File: src/hw/rtl/sfr_pkg.sv
// ----------------------------------------------------------------------------
// sfr_pkg: shared types and constants of the serial frame receiver
// Holds the framing constants, config register codes and the result record.
// ----------------------------------------------------------------------------
`default_nettype none

package sfr_pkg;

	// framing bytes
	localparam logic [7:0] SYNC_BYTE   = 8'h55;
	localparam logic [7:0] SECOND_BYTE = 8'hAA;

	// header occupies six bytes, data starts right after
	localparam int unsigned HDR_BYTES = 6;
	localparam int unsigned POS_W     = 9;

	// width of the portion counter
	localparam int unsigned COUNT_BITS = 32;
	localparam int unsigned TOTAL_W    = 32;

	// frame status codes
	localparam logic [1:0] ST_VALID    = 2'd0;
	localparam logic [1:0] ST_CSUM_ERR = 2'd1;
	localparam logic [1:0] ST_HDR_ERR  = 2'd2;

	// configuration register indexes
	localparam int unsigned CFG_IDX_W = 3;
	localparam logic [CFG_IDX_W-1:0] CFG_ACK_TARGET    = 3'd0;
	localparam logic [CFG_IDX_W-1:0] CFG_ACK_SOURCE    = 3'd1;
	localparam logic [CFG_IDX_W-1:0] CFG_ACK_COMMAND   = 3'd2;
	localparam logic [CFG_IDX_W-1:0] CFG_PORTION_INDEX = 3'd3;

	// configuration reset values
	localparam logic [7:0] RST_ACK_TARGET    = 8'h03;
	localparam logic [7:0] RST_ACK_SOURCE    = 8'h07;
	localparam logic [7:0] RST_ACK_COMMAND   = 8'h00;
	localparam logic [7:0] RST_PORTION_INDEX = 8'h07;

	typedef struct packed {
		logic [7:0] ack_target;
		logic [7:0] ack_source;
		logic [7:0] ack_command;
		logic [7:0] portion_index;
	} sfr_cfg_t;

	typedef struct packed {
		logic [1:0]         status;
		logic [7:0]         frame_target;
		logic [7:0]         frame_source;
		logic [7:0]         frame_command;
		logic [7:0]         frame_length;
		logic               is_ack;
		logic [7:0]         acked_portions;
		logic [TOTAL_W-1:0] portion_total;
	} sfr_result_t;

endpackage

`default_nettype wire

File: src/hw/rtl/sfr_ifs.sv
// ----------------------------------------------------------------------------
// sfr channel interfaces
// Valid/ready channels for received bytes and for frame results.
// ----------------------------------------------------------------------------
`default_nettype none

interface sfr_byte_if;
	logic       valid;
	logic       ready;
	logic [7:0] rx_byte;

	modport source (output valid, output rx_byte, input ready);
	modport sink (input valid, input rx_byte, output ready);
endinterface

interface sfr_result_if;
	logic        valid;
	logic        ready;
	logic [1:0]  status;
	logic [7:0]  frame_target;
	logic [7:0]  frame_source;
	logic [7:0]  frame_command;
	logic [7:0]  frame_length;
	logic        is_ack;
	logic [7:0]  acked_portions;
	logic [31:0] portion_total;

	modport source (
		output valid, output status, output frame_target, output frame_source,
		output frame_command, output frame_length, output is_ack,
		output acked_portions, output portion_total, input ready
	);
	modport sink (
		input valid, input status, input frame_target, input frame_source,
		input frame_command, input frame_length, input is_ack,
		input acked_portions, input portion_total, output ready
	);
endinterface

`default_nettype wire

File: src/hw/rtl/sfr_parser.sv
// ----------------------------------------------------------------------------
// sfr_parser: frame state tracker
// Advances the frame state by one byte per transfer and forms the result.
// ----------------------------------------------------------------------------
`default_nettype none

module sfr_parser
	import sfr_pkg::*;
(
	input  wire logic        clk,
	input  wire logic        arst_n,
	input  wire logic        accept,
	input  wire logic [7:0]  rx_byte,
	input  wire sfr_cfg_t    cfg,
	output logic             res_valid,
	output sfr_result_t      res
);

	logic [POS_W-1:0]      held_q, held_n;
	logic [7:0]            second_q, second_n;
	logic [7:0]            target_q, target_n;
	logic [7:0]            source_q, source_n;
	logic [7:0]            command_q, command_n;
	logic [7:0]            length_q, length_n;
	logic [7:0]            sum_q, sum_n;
	logic [7:0]            portion_q, portion_n;
	logic [COUNT_BITS-1:0] total_q, total_n;

	logic [POS_W-1:0] end_pos;
	logic [POS_W-1:0] portion_pos;
	logic [7:0]       sum_add;
	logic             ack_match;
	logic             clear;

	assign end_pos     = POS_W'(HDR_BYTES) + POS_W'(length_q);
	assign portion_pos = POS_W'(HDR_BYTES) + POS_W'(cfg.portion_index);
	assign sum_add     = sum_q + rx_byte;
	assign ack_match   = (target_q == cfg.ack_target) && (source_q == cfg.ack_source)
		&& (command_q == cfg.ack_command) && (cfg.portion_index < length_q);

	always_comb begin
		held_n    = held_q;
		second_n  = second_q;
		target_n  = target_q;
		source_n  = source_q;
		command_n = command_q;
		length_n  = length_q;
		sum_n     = sum_q;
		portion_n = portion_q;
		total_n   = total_q;
		clear     = 1'b0;
		res_valid = 1'b0;

		res.status         = ST_VALID;
		res.frame_target   = target_q;
		res.frame_source   = source_q;
		res.frame_command  = command_q;
		res.frame_length   = length_q;
		res.is_ack         = 1'b0;
		res.acked_portions = 8'h00;
		res.portion_total  = TOTAL_W'(total_q);

		if (held_q == '0) begin
			// hunting for sync
			if (rx_byte == SYNC_BYTE) begin
				sum_n  = SYNC_BYTE;
				held_n = POS_W'(1);
			end
		end else if (held_q < POS_W'(HDR_BYTES)) begin
			case (held_q[2:0])
				3'd1:    second_n  = rx_byte;
				3'd2:    target_n  = rx_byte;
				3'd3:    source_n  = rx_byte;
				3'd4:    command_n = rx_byte;
				default: length_n  = rx_byte;
			endcase
			sum_n  = sum_add;
			held_n = held_q + POS_W'(1);
			if (held_q == POS_W'(HDR_BYTES - 1) && second_q != SECOND_BYTE) begin
				res_valid        = 1'b1;
				res.status       = ST_HDR_ERR;
				res.frame_length = rx_byte;
				clear            = 1'b1;
			end
		end else if (held_q == end_pos) begin
			// checksum byte closes the frame
			res_valid = 1'b1;
			clear     = 1'b1;
			if (rx_byte != sum_q) begin
				res.status = ST_CSUM_ERR;
			end else if (ack_match) begin
				total_n            = total_q + COUNT_BITS'(portion_q);
				res.is_ack         = 1'b1;
				res.acked_portions = portion_q;
				res.portion_total  = TOTAL_W'(total_n);
			end
		end else begin
			if (held_q == portion_pos) begin
				portion_n = rx_byte;
			end
			sum_n  = sum_add;
			held_n = held_q + POS_W'(1);
		end

		if (clear) begin
			held_n    = '0;
			second_n  = '0;
			target_n  = '0;
			source_n  = '0;
			command_n = '0;
			length_n  = '0;
			sum_n     = '0;
			portion_n = '0;
		end
	end

	always_ff @(posedge clk or negedge arst_n) begin
		if (!arst_n) begin
			held_q    <= '0;
			second_q  <= '0;
			target_q  <= '0;
			source_q  <= '0;
			command_q <= '0;
			length_q  <= '0;
			sum_q     <= '0;
			portion_q <= '0;
			total_q   <= '0;
		end else if (accept) begin
			held_q    <= held_n;
			second_q  <= second_n;
			target_q  <= target_n;
			source_q  <= source_n;
			command_q <= command_n;
			length_q  <= length_n;
			sum_q     <= sum_n;
			portion_q <= portion_n;
			total_q   <= total_n;
		end
	end

endmodule

`default_nettype wire

File: src/hw/rtl/sfr_out_buf.sv
// ----------------------------------------------------------------------------
// sfr_out_buf: result register with skid stage
// Holds up to two results so the byte side keeps moving under a short stall.
// ----------------------------------------------------------------------------
`default_nettype none

module sfr_out_buf
	import sfr_pkg::*;
(
	input  wire logic        clk,
	input  wire logic        arst_n,
	input  wire logic        push,
	input  wire sfr_result_t push_data,
	output logic             space,
	output logic             out_valid,
	input  wire logic        out_ready,
	output sfr_result_t      out_data
);

	logic        main_vld_q, skid_vld_q;
	sfr_result_t main_q, skid_q;
	logic        pop;

	assign pop       = main_vld_q && out_ready;
	assign space     = !skid_vld_q;
	assign out_valid = main_vld_q;
	assign out_data  = main_q;

	always_ff @(posedge clk or negedge arst_n) begin
		if (!arst_n) begin
			main_vld_q <= 1'b0;
			skid_vld_q <= 1'b0;
		end else begin
			if (skid_vld_q) begin
				// skid drains into the main slot, no push can happen now
				if (pop) begin
					skid_vld_q <= 1'b0;
				end
			end else if (push) begin
				if (main_vld_q && !pop) begin
					skid_vld_q <= 1'b1;
				end else begin
					main_vld_q <= 1'b1;
				end
			end else if (pop) begin
				main_vld_q <= 1'b0;
			end
		end
	end

	always_ff @(posedge clk) begin
		if (skid_vld_q) begin
			if (pop) begin
				main_q <= skid_q;
			end
		end else if (push) begin
			if (main_vld_q && !pop) begin
				skid_q <= push_data;
			end else begin
				main_q <= push_data;
			end
		end
	end

endmodule

`default_nettype wire

File: src/hw/rtl/serial_frame_receiver_ack_counter.sv
// ----------------------------------------------------------------------------
// serial_frame_receiver_ack_counter: framed serial receiver with ack counter
// Parses sync/header/length/checksum frames and counts acknowledged portions.
// ----------------------------------------------------------------------------
// usage
//   rx_in carries one received byte per transfer. bytes are hunted for the
//   0x55 sync, then header, data and checksum are taken in order.
//   res_out carries one result per frame end: status, header bytes, ack flag,
//   the portion byte added and the running portion total.
//   a frame with a bad second header byte ends right at its length byte.
//   the config port writes ack target, source, command and portion index;
//   writes to unused indexes are dropped. writes take effect once registered.
// timing
//   one byte is taken every cycle while rx_in.ready is high; the whole step
//   runs between the frame state registers and the result register, so the
//   closing byte transfer's result is registered before it shows on res_out.
// reset
//   arst_n clears the frame state, the portion total and both result slots,
//   and loads the config registers with their defaults.
// stall
//   a result register plus a skid slot keep bytes flowing; rx_in.ready drops
//   only while the skid slot is full, i.e. two results wait on res_out.
// ----------------------------------------------------------------------------
`default_nettype none

module serial_frame_receiver_ack_counter
	import sfr_pkg::*;
(
	input  wire logic                 clk,
	input  wire logic                 arst_n,
	sfr_byte_if.sink                  rx_in,
	sfr_result_if.source              res_out,
	input  wire logic                 cfg_we,
	input  wire logic [CFG_IDX_W-1:0] cfg_index,
	input  wire logic [7:0]           cfg_wdata
);

	sfr_cfg_t    cfg_q;
	sfr_result_t res;
	sfr_result_t out_data;
	logic        res_valid;
	logic        space;
	logic        accept;

	// byte transfer happens whenever the skid slot can catch a result
	assign rx_in.ready = space;
	assign accept      = rx_in.valid && space;

	// config registers
	always_ff @(posedge clk or negedge arst_n) begin
		if (!arst_n) begin
			cfg_q.ack_target    <= RST_ACK_TARGET;
			cfg_q.ack_source    <= RST_ACK_SOURCE;
			cfg_q.ack_command   <= RST_ACK_COMMAND;
			cfg_q.portion_index <= RST_PORTION_INDEX;
		end else if (cfg_we) begin
			case (cfg_index)
				CFG_ACK_TARGET:    cfg_q.ack_target    <= cfg_wdata;
				CFG_ACK_SOURCE:    cfg_q.ack_source    <= cfg_wdata;
				CFG_ACK_COMMAND:   cfg_q.ack_command   <= cfg_wdata;
				CFG_PORTION_INDEX: cfg_q.portion_index <= cfg_wdata;
				default: ;
			endcase
		end
	end

	// frame state and result forming
	sfr_parser u_parser (
		.clk       (clk),
		.arst_n    (arst_n),
		.accept    (accept),
		.rx_byte   (rx_in.rx_byte),
		.cfg       (cfg_q),
		.res_valid (res_valid),
		.res       (res)
	);

	// result register and skid
	sfr_out_buf u_out_buf (
		.clk       (clk),
		.arst_n    (arst_n),
		.push      (accept && res_valid),
		.push_data (res),
		.space     (space),
		.out_valid (res_out.valid),
		.out_ready (res_out.ready),
		.out_data  (out_data)
	);

	assign res_out.status         = out_data.status;
	assign res_out.frame_target   = out_data.frame_target;
	assign res_out.frame_source   = out_data.frame_source;
	assign res_out.frame_command  = out_data.frame_command;
	assign res_out.frame_length   = out_data.frame_length;
	assign res_out.is_ack         = out_data.is_ack;
	assign res_out.acked_portions = out_data.acked_portions;
	assign res_out.portion_total  = out_data.portion_total;

endmodule

`default_nettype wire

File: src/flat_wrapper.sv
// flat-port wrapper written by rule: the top's interface ports become plain ports
module serial_frame_receiver_ack_counter_flat import sfr_pkg::*;
  (clk, arst_n, cfg_we, cfg_index, cfg_wdata, rx_in_valid, rx_in_rx_byte, rx_in_ready, res_out_valid, res_out_status, res_out_frame_target, res_out_frame_source, res_out_frame_command, res_out_frame_length, res_out_is_ack, res_out_acked_portions, res_out_portion_total, res_out_ready);
  sfr_byte_if rx_in_i ();
  sfr_result_if res_out_i ();
  input  wire logic clk;
  input  wire logic arst_n;
  input  wire logic cfg_we;
  input  wire logic [CFG_IDX_W-1:0] cfg_index;
  input  wire logic [7:0] cfg_wdata;
  input wire logic [$bits(rx_in_i.valid)-1:0] rx_in_valid;
  input wire logic [$bits(rx_in_i.rx_byte)-1:0] rx_in_rx_byte;
  output wire logic [$bits(rx_in_i.ready)-1:0] rx_in_ready;
  output wire logic [$bits(res_out_i.valid)-1:0] res_out_valid;
  output wire logic [$bits(res_out_i.status)-1:0] res_out_status;
  output wire logic [$bits(res_out_i.frame_target)-1:0] res_out_frame_target;
  output wire logic [$bits(res_out_i.frame_source)-1:0] res_out_frame_source;
  output wire logic [$bits(res_out_i.frame_command)-1:0] res_out_frame_command;
  output wire logic [$bits(res_out_i.frame_length)-1:0] res_out_frame_length;
  output wire logic [$bits(res_out_i.is_ack)-1:0] res_out_is_ack;
  output wire logic [$bits(res_out_i.acked_portions)-1:0] res_out_acked_portions;
  output wire logic [$bits(res_out_i.portion_total)-1:0] res_out_portion_total;
  input wire logic [$bits(res_out_i.ready)-1:0] res_out_ready;
  assign rx_in_i.valid = rx_in_valid;
  assign rx_in_i.rx_byte = rx_in_rx_byte;
  assign rx_in_ready = rx_in_i.ready;
  assign res_out_valid = res_out_i.valid;
  assign res_out_status = res_out_i.status;
  assign res_out_frame_target = res_out_i.frame_target;
  assign res_out_frame_source = res_out_i.frame_source;
  assign res_out_frame_command = res_out_i.frame_command;
  assign res_out_frame_length = res_out_i.frame_length;
  assign res_out_is_ack = res_out_i.is_ack;
  assign res_out_acked_portions = res_out_i.acked_portions;
  assign res_out_portion_total = res_out_i.portion_total;
  assign res_out_i.ready = res_out_ready;
  serial_frame_receiver_ack_counter u_core (.clk(clk), .arst_n(arst_n), .rx_in(rx_in_i), .res_out(res_out_i), .cfg_we(cfg_we), .cfg_index(cfg_index), .cfg_wdata(cfg_wdata));
endmodule
File: config.mk
export PLATFORM = sky130hd
export DESIGN_NAME = serial_frame_receiver_ack_counter_flat
export DESIGN_NICKNAME = d
export VERILOG_FILES = /design/src/hw/rtl/sfr_pkg.sv /design/src/hw/rtl/sfr_ifs.sv /design/src/hw/rtl/sfr_parser.sv /design/src/hw/rtl/sfr_out_buf.sv /design/src/hw/rtl/serial_frame_receiver_ack_counter.sv /design/src/flat_wrapper.sv
export SDC_FILE = /design/constraint.sdc
export NUM_CORES = 1
export LEC_CHECK = 0
export ABC_CLOCK_PERIOD_IN_PS = 5990
export BUFFER_PORTS_ARGS = -buffer_cell sky130_fd_sc_hd__buf_2
export CORE_ASPECT_RATIO = 1.5
export CORE_MARGIN = 4
export CORE_UTILIZATION = 55
export CTS_CLUSTER_SIZE = 40
export DETAILED_ROUTE_END_ITERATION = 10
export GPL_TIMING_DRIVEN = 0
export PLACE_DENSITY_LB_ADDON = 0.3
export SLEW_MARGIN = 20
export SYNTH_ARGS = -nofsm -noshare
export SYNTH_HDL_FRONTEND = slang
export SYNTH_SLANG_ARGS = --single-unit
File: constraint.sdc
create_clock -name clk -period 5.99 [get_ports clk]
set_clock_uncertainty 0.15 [all_clocks]
set_input_delay 0.599 -clock clk [delete_from_list [all_inputs] [get_ports clk]]
set_output_delay 0.599 -clock clk [all_outputs]
set_load 0.05 [all_outputs]
==> flow_summary.yaml, run 1 <==
synthesis:
  synth_nets: 1088
  synth.distinct_cells: 62
  synth_edf_count: 150
  synth_seq_area_share: 0.589
  ys.flop_type: "edfxtp_1"
  synthCells: 1033
  synthArstFlopShare: 0.466
  synth_area_um2: 13200
  yosys_warnings: 0
  ys_ff_latch: 281
  syn_area_per_cell_um2: 12.8
route:
  wl_per_cell_um: 19.1
  vias: 8575
  first_pass_iters: 6
  ant_nets: 0
  wirelength_um: 28800
  drt_iter0_markers: 639
  vias_per_cell: 5.69
  drc: 0
sta:
  rsz0062_at_grt: "false"
  setup_viol: 0
  fmaxAchievable_mhz: 258
  hold_viol: 0
  slew_violations: 0
  setup_ws_ns: 2.11
  timing.final.crit_share: 0.648
  fin_crit_ns: 3.88
  slew_headroom: 0.258
  tightest_slew_ns: 1.10
  finalSetupTns_ns: 0
floorplanning:
  start_util: 0.557
  rows: 69
  chipWidth_um: 135
  die_area_um2: 26700
  core-area_um2: 23700
  io_pins: 101
  chipHeight_um: 198
global_routing:
  grt_util_all_layers: 0.217
  grt_pass1_wl_um: 45800
  grt_max_degree: 85
  grt-ovfl-total: 0
  antenna_found_initial: 0
  grt_pass1_vias: 8625
place:
  pre_cts_ws_ns: 1.69
  dp.cells: 1457
  place.detailed.hpwl_um: 21600
  port_buffers: 99
  place.gp.congestion: 0.920
worst_setup_path:
  cp_max_fo: 6
  r2r-end: "u_core.u_out_buf.out_data[18]$_DFFE_PP_"
  critPathKind: "register to register"
  worstPathArrival_ns: 4.03
  r2r_start: "u_core.u_parser.length_q[1]$_DFFE_PN0P_"
  r2r_slack_ns: 2.11
  rr_worst_depth: 10
  crit_required_ns: 6.13
  crit_path_end_kind: "register"
  startpoint_type: "register"
cells_and_area:
  final_common_cell: "edfxtp_1"
  most-common-layout-cells: "150 x edfxtp_1, 123 x dfrtp_1, 114 x mux2_2"
  fill_cells: 1794
  num_antenna_cells: 0
  fin_nets: 1222
  fin_cells: 1506
  syn_to_final_growth_pct: 14.2
  drive_gt1_frac: 0.243
run:
  max_cap_violations: 0
clock_tree:
  clkSinkCount: 281
  cts_setup_buffers: 0
  cts.path.max_buffers: 3
  path_clk_slew_ns: 0.07
  cts_root_buffer: "clkbuf_16"
  numCtsBuffers: 26
  ctsResizeCount: 0
  cts_tree: "yes"
  clock_latency_ns: 0.54
  htree_levels: 1
power:
  peakVddDrop_mv: 0.206
  p_leak_uw: 0.00615
  power-per-cell-area_nw_per_um2: 286
  finalPower_uw: 4320
worst_hold_path:
  hold_path_depth: 2
  hold_end: "u_core.cfg_q[31]$_DFFE_PN0P_"
  min_from: "cfg_wdata[7]"
  hold_path_class: "input pin to register"
run_status:
  status: "finished, final reports clean"
per-layer routing:
| metal | wire length [µm] | GRT usage |
|---|---|---|
| met1 | 11500 | 0.263 |
| met2 | 14900 | 0.392 |
| met3 | 1080 | 0.0257 |
| met4 | 1300 | 0.0894 |
| met5 | 0 | 0 |
critical path: stages (launching register included):
cell	delay, ns
dfrtp_1	0.44
inv_1	0.20
ha_1	0.22
nor2b_1	0.19
a211oi_1	0.07
o32ai_1	0.39
o2111a_1	0.36
nand4_1	0.33
nor3_1	0.78
xor2_1	0.18
mux2_2	0.31
where the power goes:
group	total (µW)	switching, µW	internal [µW]	leakage, µW
Clock	1540	696	843	0.000395
Combinational	557	303	254	0.00287
Sequential	2230	93.4	2130	0.00289
through the flow:
stage / instance area (µm²) / util / hold slack, ns
after floorplan: 13200 / - / 0.153
after global placement: 14100 / 0.595 / 0.318
after detailed placement: 14300 / 0.602 / 0.328
after CTS: 15100 / 0.636 / 0.181
after global routing: 15100 / 0.636 / 0.189
final: 15100 / 0.636 / 0.190
timing repair:
item,CTS,global route
hold buffers,1,0
setup endpoints to repair,0,0
endpoints found under the hold margin,39,0
layout make-up:
type | count | area (µm²) | area share
repair buffers | 106 | 651 | 0.0431
multi-input cells | 680 | 5180 | 0.343
flip-flops and latches | 281 | 7790 | 0.516
clock buffers | 35 | 714 | 0.0473
plain buffers | 40 | 169 | 0.0112
inverters | 32 | 120 | 0.00795
well taps | 319 | 399 | 0.0264
clock inverters | 13 | 83.8 | 0.00555
cells in the mapped netlist, drive strengths merged, types with 3 or more instances:
library cell | number | share of area
nand2 | 88 | 0.025
mux2 | 116 | 0.099
nor3 | 23 | 0.011
dfrtp | 123 | 0.23
buf | 13 | 0.0051
dfstp | 8 | 0.016
edfxtp | 150 | 0.34
o22ai | 3 | 0.0014
ha | 29 | 0.027
xnor2 | 47 | 0.031
nor2 | 32 | 0.0091
a21o | 6 | 0.0034
nand4b | 3 | 0.0020
nor4bb | 6 | 0.0045
nand4 | 16 | 0.0076
o211ai | 4 | 0.0023
nor4 | 18 | 0.0090
nor2b | 10 | 0.0047
a21oi | 18 | 0.0068
nand2b | 7 | 0.0033
nor4b | 3 | 0.0025
inv | 32 | 0.0091
and2 | 19 | 0.0090
clkbuf | 27 | 0.0077
o2bb2ai | 8 | 0.0053
a22o | 24 | 0.016
xor2 | 56 | 0.039
and3b | 3 | 0.0020
mux2i | 7 | 0.0053
o21ai | 57 | 0.022
nand3 | 27 | 0.010
and3 | 18 | 0.0085
how the worst max path moves through the flow:
| stage | endpoint | cells past startpoint | slack (ns) | startpoint |
|---|---|---|---|---|
| 2_1_floorplan | u_core.u_out_buf.out_data[0]$_DFFE_PP_ | 9 | 1.52 | u_core.u_parser.length_q[1]$_DFFE_PN0P_ |
| 3_3_place_gp | u_core.u_out_buf.out_data[73]$_DFFE_PP_ | 9 | 0.43 | u_core.u_parser.length_q[1]$_DFFE_PN0P_ |
| 3_5_place_dp | u_core.u_out_buf.out_data[17]$_DFFE_PP_ | 12 | 1.69 | rx_in_rx_byte[4] |
| 4_1_cts | u_core.u_out_buf.out_data[17]$_DFFE_PP_ | 11 | 2.13 | u_core.u_parser.sum_q[4]$_DFFE_PN0P_ |
| 5_1_grt | u_core.u_out_buf.out_data[18]$_DFFE_PP_ | 10 | 1.88 | u_core.u_parser.length_q[1]$_DFFE_PN0P_ |
| 6_report | u_core.u_out_buf.out_data[18]$_DFFE_PP_ | 10 | 2.11 | u_core.u_parser.length_q[1]$_DFFE_PN0P_ |
sequential cells by signal (all words and copies together) (netlist names):
signal	count
u_core.u_parser.sum_q	8
u_core.u_parser.source_q	8
u_core.u_out_buf.out_data	75
u_core.cfg_q	32
u_core.u_parser.second_q	8
u_core.u_out_buf.out_valid	1
u_core.u_parser.portion_q	8
u_core.u_parser.held_q	9
u_core.u_parser.target_q	8
u_core.u_out_buf.skid_q	75
u_core.u_parser.command_q	8
u_core.u_parser.length_q	8
u_core.u_parser.total_q	32
u_core.u_out_buf.skid_vld_q	1
kinds of logic (layout without fill, tap and decap cells):
| group | after synthesis | after routing | share of synthesized area |
|---|---|---|---|
| simple gates | 283 | 283 | 0.114 |
| flops | 281 | 281 | 0.589 |
| compound gates | 140 | 140 | 0.0709 |
| mux | 123 | 123 | 0.104 |
| xor+xnor | 103 | 103 | 0.0699 |
| buf+inv | 72 | 226 | 0.0218 |
| fa+ha+maj | 31 | 31 | 0.0304 |
Power figures use the tool's default switching activity.
==> run 2, diff against run 1 <==
- ABC_CLOCK_PERIOD_IN_PS: 5990 -> 3100
- clock period: 5.99 -> 3.1 ns (I/O delays scaled with it)
==> run 2 against run 1 <==
  * The run now ends with negative setup slack left
  * Register-to-register slack got worse by 2.5 ns
  * Highest routed layer unchanged
  * Wire length rose by 12%
  * Critical path type unchanged
  * Setup slack got worse by 2.5 ns
  * Die area did not move
==> flow_summary.yaml, run 2 (synthesized netlist as in run 1, its figures left out) <==
worst_hold_path:
  hold_path_depth: 3
  hold_path_class: "input pin to register"
  min_from: "rx_in_rx_byte[4]"
  hold_end: "u_core.u_parser.portion_q[4]$_DFFE_PN0P_"
global_routing:
  antenna_found_initial: 0
  grt_pass1_wl_um: 49900
  grt_pass1_vias: 9142
  grt_util_all_layers: 0.237
  grt_max_degree: 83
  grt-ovfl-total: 0
power:
  swShare: 0.259
  p_seq_frac: 0.480
  p_sw_uw: 2330
  power_frac_comb: 0.142
  finalPower_uw: 8970
  p_leak_uw: 0.00682
  p_clk_frac: 0.377
  peakVddDrop_mv: 0.419
  power-per-cell-area_nw_per_um2: 541
  p_int_uw: 6650
run_status:
  status: "finished, violations left"
  violations: "negative setup slack"
run:
  max_cap_violations: 0
floorplanning:
  rows: 69
  chipWidth_um: 135
  chipHeight_um: 198
  io_pins: 101
  start_util: 0.557
  core-area_um2: 23700
  die_area_um2: 26700
worst_setup_path:
  r2r_slack_ns: -0.39
  crit_required_ns: 3.24
  r2r_start: "u_core.cfg_q[5]$_DFFE_PN0P_"
  startpoint_type: "register"
  cp_max_fo: 5
  r2r-end: "u_core.u_out_buf.out_data[24]$_DFFE_PP_"
  rr_worst_depth: 9
  crit_path_end_kind: "register"
  worstPathArrival_ns: 3.63
  critPathKind: "register to register"
cells_and_area:
  fill_cells: 1585
  num_antenna_cells: 0
  drive_gt1_frac: 0.358
  seq_area_um2: 7800
  multiInputGateArea_um2: 5870
  fin_nets: 1288
  most-common-layout-cells: "150 x edfxtp_1, 120 x dfrtp_1, 101 x mux2_2"
  syn_to_final_growth_pct: 25.4
  final_common_cell: "edfxtp_1"
  final_cell_area_um2: 16600
  final_core_util: 0.699
route:
  wirelength_um: 32200
  highest_layer: "met4"
  wl_met3_um: 1560
  ant_nets: 0
  drt_iter0_markers: 744
  drt-met1-wl_um: 12300
  vias_per_cell: 5.82
  drc: 0
  routed-wl-met2_um: 16500
  wl_per_cell_um: 20.5
  vias: 9146
  first_pass_iters: 5
clock_tree:
  path_clk_slew_ns: 0.07
  cts.path.max_buffers: 3
  cts_tree: "yes"
  numCtsBuffers: 26
  clkSinkCount: 281
  cts_root_buffer: "clkbuf_16"
  clock_latency_ns: 0.54
  htree_levels: 1
sta:
  hold_viol: 0
  finalSetupTns_ns: -41.91
  tightest_slew_ns: 0.858
  setup_viol: 243
  rsz0062_at_grt: "true"
  slew_violations: 0
  timing.final.crit_share: 1.13
  slew_headroom: 0.423
  setup_ws_ns: -0.389
  fmaxAchievable_mhz: 287
  fin_crit_ns: 3.49
place:
  pre_cts_ws_ns: -0.839
  port_buffers: 99
  place.detailed.hpwl_um: 21900
  place_area_um2: 14500
  place.gp.congestion: 0.932
run 2: cell types whose count changed in the layout (fill, tap and decap cells not counted), sizes merged:
cell	delta
and3	+1
clkbuf	-4
inv	+7
bufinv	+2
clkinv	-6
dlygate4sd3	+13
buf	+53
run 2: final cells by class:
| class | count | share of cell area |
|---|---|---|
| clock inverters | 16 | 0.00965 |
| plain buffers | 38 | 0.0136 |
| repair buffers | 173 | 0.0764 |
| multi-input cells | 681 | 0.354 |
| flip-flops and latches | 281 | 0.470 |
| well taps | 319 | 0.0240 |
| clock buffers | 32 | 0.0456 |
| inverters | 32 | 0.00754 |
run 2: worst max-delay path by stage:
| stage | startpoint | to | slack [ns] | cells past startpoint |
|---|---|---|---|---|
| 2_1_floorplan | u_core.u_parser.length_q[1]$_DFFE_PN0P_ | u_core.u_out_buf.out_data[0]$_DFFE_PP_ | -0.45 | 9 |
| 4_1_cts | u_core.u_parser.sum_q[4]$_DFFE_PN0P_ | u_core.u_out_buf.out_data[24]$_DFFE_PP_ | -0.40 | 10 |
| 6_report | u_core.cfg_q[5]$_DFFE_PN0P_ | u_core.u_out_buf.out_data[24]$_DFFE_PP_ | -0.39 | 9 |
| 5_1_grt | u_core.u_parser.held_q[5]$_DFFE_PN0P_ | u_core.u_out_buf.out_data[37]$_DFFE_PP_ | -0.50 | 9 |
| 3_5_place_dp | rx_in_rx_byte[2] | u_core.u_parser.total_q[25]$_DFFE_PN0P_ | -0.84 | 11 |
| 3_3_place_gp | u_core.u_parser.length_q[1]$_DFFE_PN0P_ | u_core.u_out_buf.out_data[47]$_DFFE_PP_ | -1.23 | 8 |
run 2: timing repair:
action	4_1_cts	5_1_grt
hold buffers	14	0
buffers inserted	33	18
endpoints found under the setup margin	280	310
gates cloned	4	0
hold endpoints to repair	172	0
pin swaps	27	25
resized for setup	92	64
run 2: per-layer routing:
metal	vias up	global-route usage
met4	0	0.119
met2	325	0.420
met3	115	0.0287
li1	4182	-
met1	4524	0.285
met5	-	0
run 2: critical path, cell delays in order (launching register included):
cell and delay [ns]:
dfrtp_1 0.45, ha_1 0.33, a211o_1 0.27, o211ai_1 0.19
or4b_4 0.52, or4b_4 0.60, buf_12 0.18, nor3_4 0.20
xor2_2 0.10, mux2_4 0.26
run 2: per-stage QoR:
step | std cells | hold WS (ns)
6_report | 1572 | 0.0224
5_1_grt | 1572 | 0.0242
4_1_cts | 1555 | 0.00563
3_5_place_dp | 1457 | 0.0900
3_3_place_gp | 1451 | 0.316
2_1_floorplan | 1033 | -0.136
run 2: power groups by stage:
stage          clock network (µW)  logic [µW]  registers [µW]
2_1_floorplan                   0         861            4320
3_3_place_gp                    0        1070            4370
3_5_place_dp                    0        1120            4380
4_1_cts                      3430        1220            4310
5_1_grt                      3600        1420            4340
6_report                     3380        1280            4310
==> run 3, diff against run 2 <==
- CORE_ASPECT_RATIO: 1.5 -> 0.9
==> run 3 against run 2 <==
  * The flow still finishes with violations (negative setup slack)
  * Register-to-register slack got worse by 0.07 ns
  * Cell area increased by 2.5%
  * Fmax decreased by 2.0%
  * Global-route usage increased by 0.82 points
  * Highest routed layer unchanged
==> flow_summary.yaml, run 3 (synthesized netlist as in run 1, its figures left out) <==
floorplanning:
  core-area_um2: 23500
  io_pins: 101
  rows: 53
  start_util: 0.562
  chipWidth_um: 172
  die_area_um2: 26600
  chipHeight_um: 155
cells_and_area:
  fin_cells: 1579
  final_common_cell: "edfxtp_1"
  most-common-layout-cells: "150 x edfxtp_1, 118 x dfrtp_1, 99 x buf_2"
  drive_gt1_frac: 0.382
  num_antenna_cells: 0
  final_core_util: 0.723
  syn_to_final_growth_pct: 28.5
  fill_cells: 1449
  fin_nets: 1310
worst_setup_path:
  cp_cell_sequence: "ha_4 -> nor4_4 -> and3_4 -> nand3_2 -> or4b_4 -> or4b_4 -> buf_6 -> buf_8 -> buf_8 -> nand2_4 -> o21ai_2 -> mux2_4"
  rr_worst_depth: 12
  r2r_slack_ns: -0.46
  cp_max_fo: 6
  r2r_start: "u_core.u_parser.sum_q[6]$_DFFE_PN0P_"
  crit_slowest_cell: "or4b_4"
  r2r-end: "u_core.u_out_buf.out_data[6]$_DFFE_PP_"
  startpoint_type: "register"
  worstPathArrival_ns: 3.71
  crit_required_ns: 3.25
  critPathKind: "register to register"
  crit_path_end_kind: "register"
  critPathMaxStageDelay_ns: 0.58
clock_tree:
  path_clk_slew_ns: 0.07
  numCtsBuffers: 28
  cts.path.max_buffers: 3
  clkSinkCount: 281
  cts_tree: "yes"
  clock_latency_ns: 0.55
  htree_levels: 1
  cts_root_buffer: "clkbuf_16"
power:
  p_leak_uw: 0.00698
  peakVddDrop_mv: 0.433
  power-per-cell-area_nw_per_um2: 526
route:
  wl_per_cell_um: 22.1
  vias: 9512
  wirelength_um: 34900
  ant_nets: 0
  drt_iter0_markers: 822
  first_pass_iters: 6
  drc: 0
  vias_per_cell: 6.02
sta:
  timing.final.crit_share: 1.15
  setup_ws_ns: -0.461
  fmaxAchievable_mhz: 281
  tightest_slew_ns: 0.969
  setup_viol: 105
  slew_headroom: 0.354
  slew_violations: 0
  rsz0062_at_grt: "true"
  fin_crit_ns: 3.56
  hold-worst-slack_ns: 0.0353
  hold_viol: 0
global_routing:
  grt_pass1_wl_um: 51800
  grt_util_all_layers: 0.246
  grt-ovfl-total: 0
  grt_max_degree: 84
  antenna_found_initial: 0
  grt_pass1_vias: 9364
worst_hold_path:
  hold_path_class: "input pin to register"
  hold_end: "u_core.u_parser.source_q[4]$_DFFE_PN0P_"
  min_from: "rx_in_rx_byte[4]"
  hold_path_depth: 2
place:
  port_buffers: 99
  pre_cts_ws_ns: -0.833
  place.detailed.hpwl_um: 21300
  place.gp.congestion: 0.940
  dp.cells: 1440
run_status:
  status: "finished, violations left"
  violations: "negative setup slack"
run:
  max_cap_violations: 0
-- run 3: changes by cell type in the layout (fill, tap and decap cells not counted), moves of 5 or more --
cell	before	now
o21ai_2	11	6
mux2_4	15	28
and2_4	0	7
mux2_2	101	88
clkbuf_1	20	28
nand3_2	7	2
nand2_1	82	70
and2_1	19	12
inv_6	6	0
nand2_2	5	14
buf_6	17	33
nand3_4	1	6
-- run 3: worst max-delay path by stage --
stage	start	endpoint	slack, ns	cells after the start
2_1_floorplan	u_core.u_parser.length_q[1]$_DFFE_PN0P_	u_core.u_out_buf.out_data[0]$_DFFE_PP_	-0.45	9
3_3_place_gp	u_core.u_parser.length_q[1]$_DFFE_PN0P_	u_core.u_out_buf.out_data[3]$_DFFE_PP_	-1.28	8
3_5_place_dp	rx_in_rx_byte[5]	u_core.u_out_buf.out_data[29]$_DFFE_PP_	-0.83	11
4_1_cts	u_core.u_parser.sum_q[6]$_DFFE_PN0P_	u_core.u_out_buf.out_data[23]$_DFFE_PP_	-0.40	13
5_1_grt	u_core.u_parser.sum_q[2]$_DFFE_PN0P_	u_core.u_out_buf.out_data[6]$_DFFE_PP_	-0.50	12
6_report	u_core.u_parser.sum_q[6]$_DFFE_PN0P_	u_core.u_out_buf.out_data[6]$_DFFE_PP_	-0.46	12
-- run 3: through the flow --
step | cell area, µm² | TNS, ns | power (µW)
6_report | 17000 | -25.81 | 8950
5_1_grt | 17000 | -32.10 | 9280
4_1_cts | 16400 | -19.93 | 8850
3_5_place_dp | 14400 | -75.31 | 5500
3_3_place_gp | 14300 | -251.09 | 5440
2_1_floorplan | 13400 | -42.74 | 5180
-- run 3: repair_timing --
item                                    in CTS  in global routing
endpoints found under the setup margin     271                256
hold buffers                                14                  0
buffers inserted                            48                 34
pin swaps                                   31                 49
endpoints found under the hold margin      172                  0
cloned                                       3                  0
gates resized for setup                    130                117
-- run 3: cell type report --
type / count / area (µm²) / area share
plain buffers: 37 / 238 / 0.0140
clock buffers: 42 / 806 / 0.0474
clock inverters: 10 / 62.6 / 0.00368
inverters: 32 / 138 / 0.00809
multi-input cells: 681 / 6060 / 0.356
flip-flops and latches: 281 / 7800 / 0.458
well taps: 302 / 378 / 0.0222
repair buffers: 194 / 1530 / 0.0900
-- run 3: where the power goes --
group          internal, µW  switching (µW)
logic                   642             739
registers              4120             207
clock network          1800            1450
-- run 3: worst max-delay path: cells and delay by family (launching register included) --
family	cells	cell delay, ns
compound gates	1	0.06
fa+ha+maj	1	0.24
buf+inv	3	0.43
flops	1	0.41
mux	1	0.26
simple gates	6	1.74
-- run 3: per-layer routing --
| layer | vias up | wire, µm | GRT usage |
|---|---|---|---|
| li1 | 4231 | - | - |
| met1 | 4702 | 14300 | 0.352 |
| met2 | 454 | 16800 | 0.384 |
| met3 | 125 | 2380 | 0.0368 |
| met4 | 0 | 1490 | 0.0886 |
| met5 | - | 0 | 0 |
